<file path="config.mk">
export PLATFORM = sky130hd
export DESIGN_NAME = jhgs_stencil
export DESIGN_NICKNAME = d
export VERILOG_FILES = /design/src/design/jacobi_heat_grid_solver_top_macros.svh /design/src/design/jhgs_pkg.sv /design/src/design/jhgs_stencil.sv
export SDC_FILE = /design/constraint.sdc
export NUM_CORES = 1
export LEC_CHECK = 0
export ABC_AREA = 1
export BUFFER_PORTS_ARGS = -buffer_cell sky130_fd_sc_hd__buf_2
export CORE_ASPECT_RATIO = 1.4
export CORE_UTILIZATION = 45
export CTS_CLUSTER_SIZE = 12
export DETAILED_ROUTE_END_ITERATION = 10
export HOLD_SLACK_MARGIN = 0.03
export PLACE_DENSITY = 0.69
export SLEW_MARGIN = 10
export SYNTH_ARGS = -nofsm -noshare
export SYNTH_HDL_FRONTEND = slang
export SYNTH_SLANG_ARGS = --single-unit
</file>
<file path="constraint.sdc">
create_clock -name clk -period 3.4 [get_ports clk]
set_input_delay 0.17 -clock clk [delete_from_list [all_inputs] [get_ports clk]]
set_output_delay 0.17 -clock clk [all_outputs]
set_load 0.01 [all_outputs]
</file>
<file path="src/design/jacobi_heat_grid_solver_top_macros.svh">
// Assertion macros for the Jacobi heat grid solver.
// Expects signals named clk and rst in the including scope.
`ifndef JACOBI_HEAT_GRID_SOLVER_TOP_MACROS_SVH
`define JACOBI_HEAT_GRID_SOLVER_TOP_MACROS_SVH

// antecedent holds -> consequent holds in the same cycle
`define JHGS_ASSERT_IMP(lbl, ante, cons, msg) \
  lbl: assert property (@(posedge clk) disable iff (rst) (ante) |-> (cons)) \
    else $error(msg);

// antecedent holds -> consequent holds in the next cycle
`define JHGS_ASSERT_NEXT(lbl, ante, cons, msg) \
  lbl: assert property (@(posedge clk) disable iff (rst) (ante) |=> (cons)) \
    else $error(msg);

`endif

</file>
<file path="src/design/jhgs_pkg.sv">
// Shared constants, codes and types of the Jacobi heat grid solver.
// No dependencies.
`default_nettype none
package jhgs_pkg;

  localparam int ROWS      = 32;
  localparam int COLS      = 32;
  localparam int FRAC_BITS = 16;

  localparam int CELLS    = ROWS * COLS;
  localparam int ADDR_W   = $clog2(CELLS);
  localparam int ROW_W    = $clog2(ROWS);
  localparam int COL_W    = $clog2(COLS);
  localparam int LINE_LEN = 2 * COLS + 1;

  localparam int REG_W     = 8;
  localparam int VAL_W     = REG_W + FRAC_BITS;
  localparam int OP_W      = 2;
  localparam int ROW_IN_W  = 5;
  localparam int COUNT_W   = 16;
  localparam int COL_OUT_W = 5;
  localparam int CFG_IDX_W = 2;

  localparam int S_DATA_W = 24;
  localparam int M_DATA_W = 32;

  typedef enum logic [OP_W-1:0] {
    OP_INIT    = 2'd0,
    OP_ITERATE = 2'd1,
    OP_READ    = 2'd2
  } op_t;

  localparam logic [CFG_IDX_W-1:0] REG_LEFT   = 2'd0;
  localparam logic [CFG_IDX_W-1:0] REG_RIGHT  = 2'd1;
  localparam logic [CFG_IDX_W-1:0] REG_TOP    = 2'd2;
  localparam logic [CFG_IDX_W-1:0] REG_BOTTOM = 2'd3;

  localparam logic [REG_W-1:0] LEFT_RESET   = 8'd75;
  localparam logic [REG_W-1:0] RIGHT_RESET  = 8'd25;
  localparam logic [REG_W-1:0] TOP_RESET    = 8'd100;
  localparam logic [REG_W-1:0] BOTTOM_RESET = 8'd50;

  // tag of a sweep read whose data arrives from the grid memory
  typedef struct packed {
    logic              valid;
    logic [ROW_W-1:0]  row;
    logic [COL_W-1:0]  col;
    logic [ADDR_W-1:0] addr;
  } tag_t;

  // write request from the stencil into the destination grid
  typedef struct packed {
    logic              en;
    logic [ADDR_W-1:0] addr;
    logic [VAL_W-1:0]  data;
  } wr_t;

  function automatic logic [VAL_W-1:0] to_fixed(input logic [REG_W-1:0] v);
    return {v, {FRAC_BITS{1'b0}}};
  endfunction

endpackage
`default_nettype wire

</file>
<file path="src/design/jhgs_stencil.sv">
// Five-point stencil: line buffer of two rows plus one over the raster
// stream of the source grid, neighbor sum and write request. Uses jhgs_pkg.
`default_nettype none
module jhgs_stencil (
  input  wire logic                       clk,
  input  wire logic                       rst,
  input  wire jhgs_pkg::tag_t             tag,
  input  wire logic [jhgs_pkg::VAL_W-1:0] rd_data,
  output jhgs_pkg::wr_t                   wr,
  output logic                            busy
);

  // line[i] holds the cell at line_tag.addr - i
  logic [jhgs_pkg::VAL_W-1:0] line [jhgs_pkg::LINE_LEN];
  jhgs_pkg::tag_t             line_tag;
  logic [jhgs_pkg::VAL_W+1:0] sum;
  logic                       interior;

  always_ff @(posedge clk) begin
    if (tag.valid) begin
      line[0] <= rd_data;
      for (int i = 1; i < jhgs_pkg::LINE_LEN; i++) begin
        line[i] <= line[i-1];
      end
    end
    if (rst) begin
      line_tag.valid <= 1'b0;
    end else begin
      line_tag.valid <= tag.valid;
    end
    line_tag.row  <= tag.row;
    line_tag.col  <= tag.col;
    line_tag.addr <= tag.addr;
  end

  // center is one row above the newest cell
  always_comb begin
    interior = (line_tag.row >= jhgs_pkg::ROW_W'(2))
            && (line_tag.col >= jhgs_pkg::COL_W'(1))
            && (line_tag.col <= jhgs_pkg::COL_W'(jhgs_pkg::COLS - 2));
    sum = (jhgs_pkg::VAL_W+2)'(line[0])
        + (jhgs_pkg::VAL_W+2)'(line[jhgs_pkg::COLS-1])
        + (jhgs_pkg::VAL_W+2)'(line[jhgs_pkg::COLS+1])
        + (jhgs_pkg::VAL_W+2)'(line[2*jhgs_pkg::COLS]);
    wr.en   = line_tag.valid && interior;
    wr.addr = line_tag.addr - jhgs_pkg::ADDR_W'(jhgs_pkg::COLS);
    wr.data = sum[jhgs_pkg::VAL_W+1:2];
  end

  assign busy = line_tag.valid;

endmodule
`default_nettype wire

</file>
After elaboration in Yosys (flattened, before gate mapping)
Memory sizes are Yosys's and may differ from the RTL's. Cells that the tools add are included. W data, S select, Z words.

Logic and storage cells: 17. Memories: 1. Output and inout port bits: 36. Bits of input ports: 47. Register bits after elaboration: 21. RAM bits: 1560.

Memory list: line (words 65, width 24, rd ports 65, clocked after memory_dff 0, write ports 65, line jhgs_stencil.sv:14) `logic [jhgs_pkg::VAL_W-1:0] line [jhgs_pkg::LINE_LEN];`.

$lt $le $gt $ge: 3. Reductions and logical operators: 3. $add $sub $neg: 4. Muxes and demuxes: 2.

Operators with widths (count): $add A25 B24 Y26 (1); $add A26 B24 Y26 (1); $add A24 B24 Y25 (1); $sub A10 B6 Y10 const B (1); $ge A5 B1 Y1 const B (1); $ge A5 B2 Y1 const B (1); $le A5 B5 Y1 const B (1); $logic_and A1 B1 Y1 (3); $mux W1 (2).

Longest topological paths before layout
Depth in word-level cells: 4. Mapped depth: 15. Depth with buffers taken out: 15.

Least setup slack after synthesis
No wires, ideal clock.

Path type: register -> output. From: memory line[0][1] (netlist name). To: output wr[23] (netlist name). Required time: 3.230 ns. Cell stages (with the launch flop): 14. Slack: 0.635 ns. Arrival: 2.595 ns. Cells stage by stage: edfxtp_1 > inv_1 > fa_1 > fa_1 > nor3_1 > fa_1 > nand3_1 > nand3_1 > nand2_1 > nand3_2 > nand3b_1 > nand2_1 > nand2_1 > nand2_1.

RTL lines: from (decl) (line jhgs_stencil.sv:14); to (decl) (line jhgs_stencil.sv:9) `output jhgs_pkg::wr_t wr,`.

==> impl_results.md <==
* Die X at approximately 290 um
* Fin area at ~0.059 mm^2
* Initial core utilization at roughly 45%
* Switching Share at 22.8%
* Synth cell count leaders: edfxtp_1, inv_1, nand2_1, fa_1, ha_1
* Sequential power share at between 50% and 60%
* WL met3 at about 3.6 mm
* Antenna-violating nets left at 0
* Final Max Tran Viols at 0
* Port bufs at 81
* Worst-Margin Slew at about 970 ps
* DRC viols at 0
* DR iter-0 viols at between 1500 and 2000
* Internal at 32900 uW
* Final setup margin at -556 ps
* Clock Tree Buf Depth at 3
* First-pass DRT Iterations at 6
* Syn Nets at about 2200
* Pwr Density at roughly 720 mW/mm^2
* Detailed Route WL at approximately 72 mm
* HP Class: input pin to register
* CTS clock-pin slew for the worst setup and hold paths at about 60 ps
* Wire length per cell at 18.1 um
* CTS root buffer: clkbuf_16
* Mapped Cells at 2109
* Post-synth ARST share at 0%
* Crit Path Max Fanout at 4
* CORE AREA at around 0.11 mm^2
* Max_slew headroom at a little over a third
* Clk_lat worst skew at around 750 ps
* Critical Path RT at 3230 ps
* Leak at 0.0208 uW
* Gr ovfl total at 0
* Ys flop type: edfxtp_1
* Initial antenna violation count at 0
* Max cap viols at 0
* Failing checks: setup timing
* I/O pin total at 83
* Comb pwr share at between 10% and 20%
* EDFF count, synth at about 1600
* Clock skew at around 21 ps
* F_max at ~0.25 GHz
* Routability congestion estimate at 0.900
* Layout cells sized above 1 at approximately 20%
* Final setup violation count at 23
* CTS Buf Count at ~150
* Final Hold Viols at 0
* Post-synthesis sequential area ratio at 93.6%
* Startpoint types: register
* Post-placement cell area at around 0.053 mm^2
* H-tree depth at 4
* Warnings from Yosys at 0
* Crit path kind: register to output pin
* Worst-case vdd ir drop at approximately 0.57 mV
* CTS tree: done
* Layout Nets at 2590
* DIE AREA at approximately 0.11 mm^2
* Met2 WL at 32.8 mm
* Mapped cell area at between 0.05 and 0.06 mm^2
* WP data arrival at 3790 ps
* Yosys cell types at 27
* First-pass GRT wire length at between 100 and 150 mm
* Syn_area_per_cell at 23.9 um^2
* Top cell type's share of synthesized area at about 93%
* Total design power at around 43000 uW
* Min Tclk post-route at approximately 4000 ps
* Largest net degree at the start of global routing at ~110
* DR vias at around 19000
* Highest metal used: met4
* Fin crit share at 116%
* RSZ-0062 raised after global routing: yes
* DP Wirelength at about 36 mm
* Total GRT Usage at roughly an eighth
* CTS sink cnt at approximately 1600
* Clock share of power at a little over a third
* Worst setup EP type: output pin
* N_diodes at 0
* Outcome: complete, but fails checks
* Yosys reg bits at ~1600
* Row cnt at ~150
* Wl on met1 at approximately 34 mm
* Psw at a little under 10000 uW
* Via-to-Cell Ratio at ~4.8
* Top post-synthesis cells by area: edfxtp_1, fa_1, inv_1
* Synth area leader: edfxtp_1
* Vias in the first global route at roughly 19000
* Layout area overhead at 17.5%
* Most frequent cell after synthesis: edfxtp_1
* Die height at 398 um
==> power by group through the flow <==
stage / logic (uW) / registers (uW) / clock network (uW)
6_report: 4600 / 23000 / 15000
5_1_grt: 4890 / 23100 / 16100
4_1_cts: 3940 / 23000 / 15500
3_5_place_dp: 3120 / 23400 / 0
3_3_place_gp: 3050 / 23300 / 0
2_1_floorplan: 1430 / 23200 / 0
==> through the flow <==
step           util, %  TNS [ps]  worst slack [ps]  std cells  hold WS (ps)
3_5_place_dp      47.8         0              61.3       3702           274
2_1_floorplan        -         0               635       2109           198
5_1_grt           53.2    -13230              -701       3985          91.1
3_3_place_gp      47.8         0              95.2       3702           272
6_report          53.2     -9850              -556       3985           135
4_1_cts           52.9     -9530              -500       3977          52.5
==> state kept, by name (all words and copies together) (netlist names) <==
signal	flops
line_tag	19
line	1560
busy	1
==> cells in the final DEF (no fill, tap or decap), types with 4 or more instances in the layout <==
cell type	synthesis	final
ha_4	0	21
edfxtp_1	1560	1560
nand3_1	22	14
nand2_4	0	17
xor2_1	12	8
buf_4	5	39
fa_1	48	42
nand3_4	0	4
nor4_1	4	4
a21oi_2	1	10
inv_2	0	44
buf_6	0	32
buf_12	0	20
dfxtp_1	20	20
nand3_2	2	6
fa_2	0	6
nand2_1	127	71
nor2_1	22	9
clkinv_8	0	6
nor2_4	0	8
nor2_2	5	10
dlygate4sd3_1	0	64
a21oi_1	21	11
inv_1	202	157
clkbuf_16	0	156
nand4_1	6	6
nand2_2	9	48
buf_2	0	57
clkbuf_1	0	22
==> timing repair <==
| action | in CTS | in global routing |
|---|---|---|
| hold endpoints to repair | 62 | 0 |
| buffers inserted | 12 | 9 |
| cloned | 0 | 0 |
| gates resized for setup | 147 | 98 |
| setup endpoints to repair | 24 | 24 |
| hold buffers | 64 | 0 |
| pin swaps | 48 | 50 |
==> worst max-delay path, cell delays in order (launching register included) <==
cell and delay, ps:
edfxtp_1 460, inv_2 80, fa_1 430, fa_1 600, inv_2 60, ha_4 310
buf_12 120, nand3_4 80, nand3_4 90, nand2_4 70, nand3_4 90, nand3b_1 170
nand2_2 140, nand2_2 70, nand2_4 130, buf_6 110
==> final timing paths <==
kind / endpoint / depth (start not counted) / startpoint / slack, ps
min reg2reg: line[3][65] / 0 / line[3][41] / 400
max: wr[23] / 15 / line[8][3] / -560
min: line[0][6] / 2 / rd_data[6] / 140
max reg2reg: line[0][47] / 1 / line[0][23] / 2450
==> final cells by class <==
class	count	area, um^2
flip-flops and latches	1580	47200
clock buffers	178	3990
clock inverters	21	278
well taps	1470	1840
inverters	202	761
repair buffers	212	1980
multi-input cells	322	3220
fillers	8200	52100
==> per-layer routing <==
layer,vias to the layer above,track usage (%)
li1,8616,-
met1,9665,18.9
met2,527,18.7
met3,182,2.89
met4,0,5.39
met5,-,0
==> cell families after synthesis <==
group / count (synthesis) / synth area share (%)
flops: 1580 / 93.6
buf+inv: 207 / 1.58
xor+xnor: 14 / 0.243
simple gates: 205 / 1.77
compound gates: 31 / 0.340
fa+ha+maj: 72 / 2.50
Note: power is estimated with default switching activity, not from simulation.
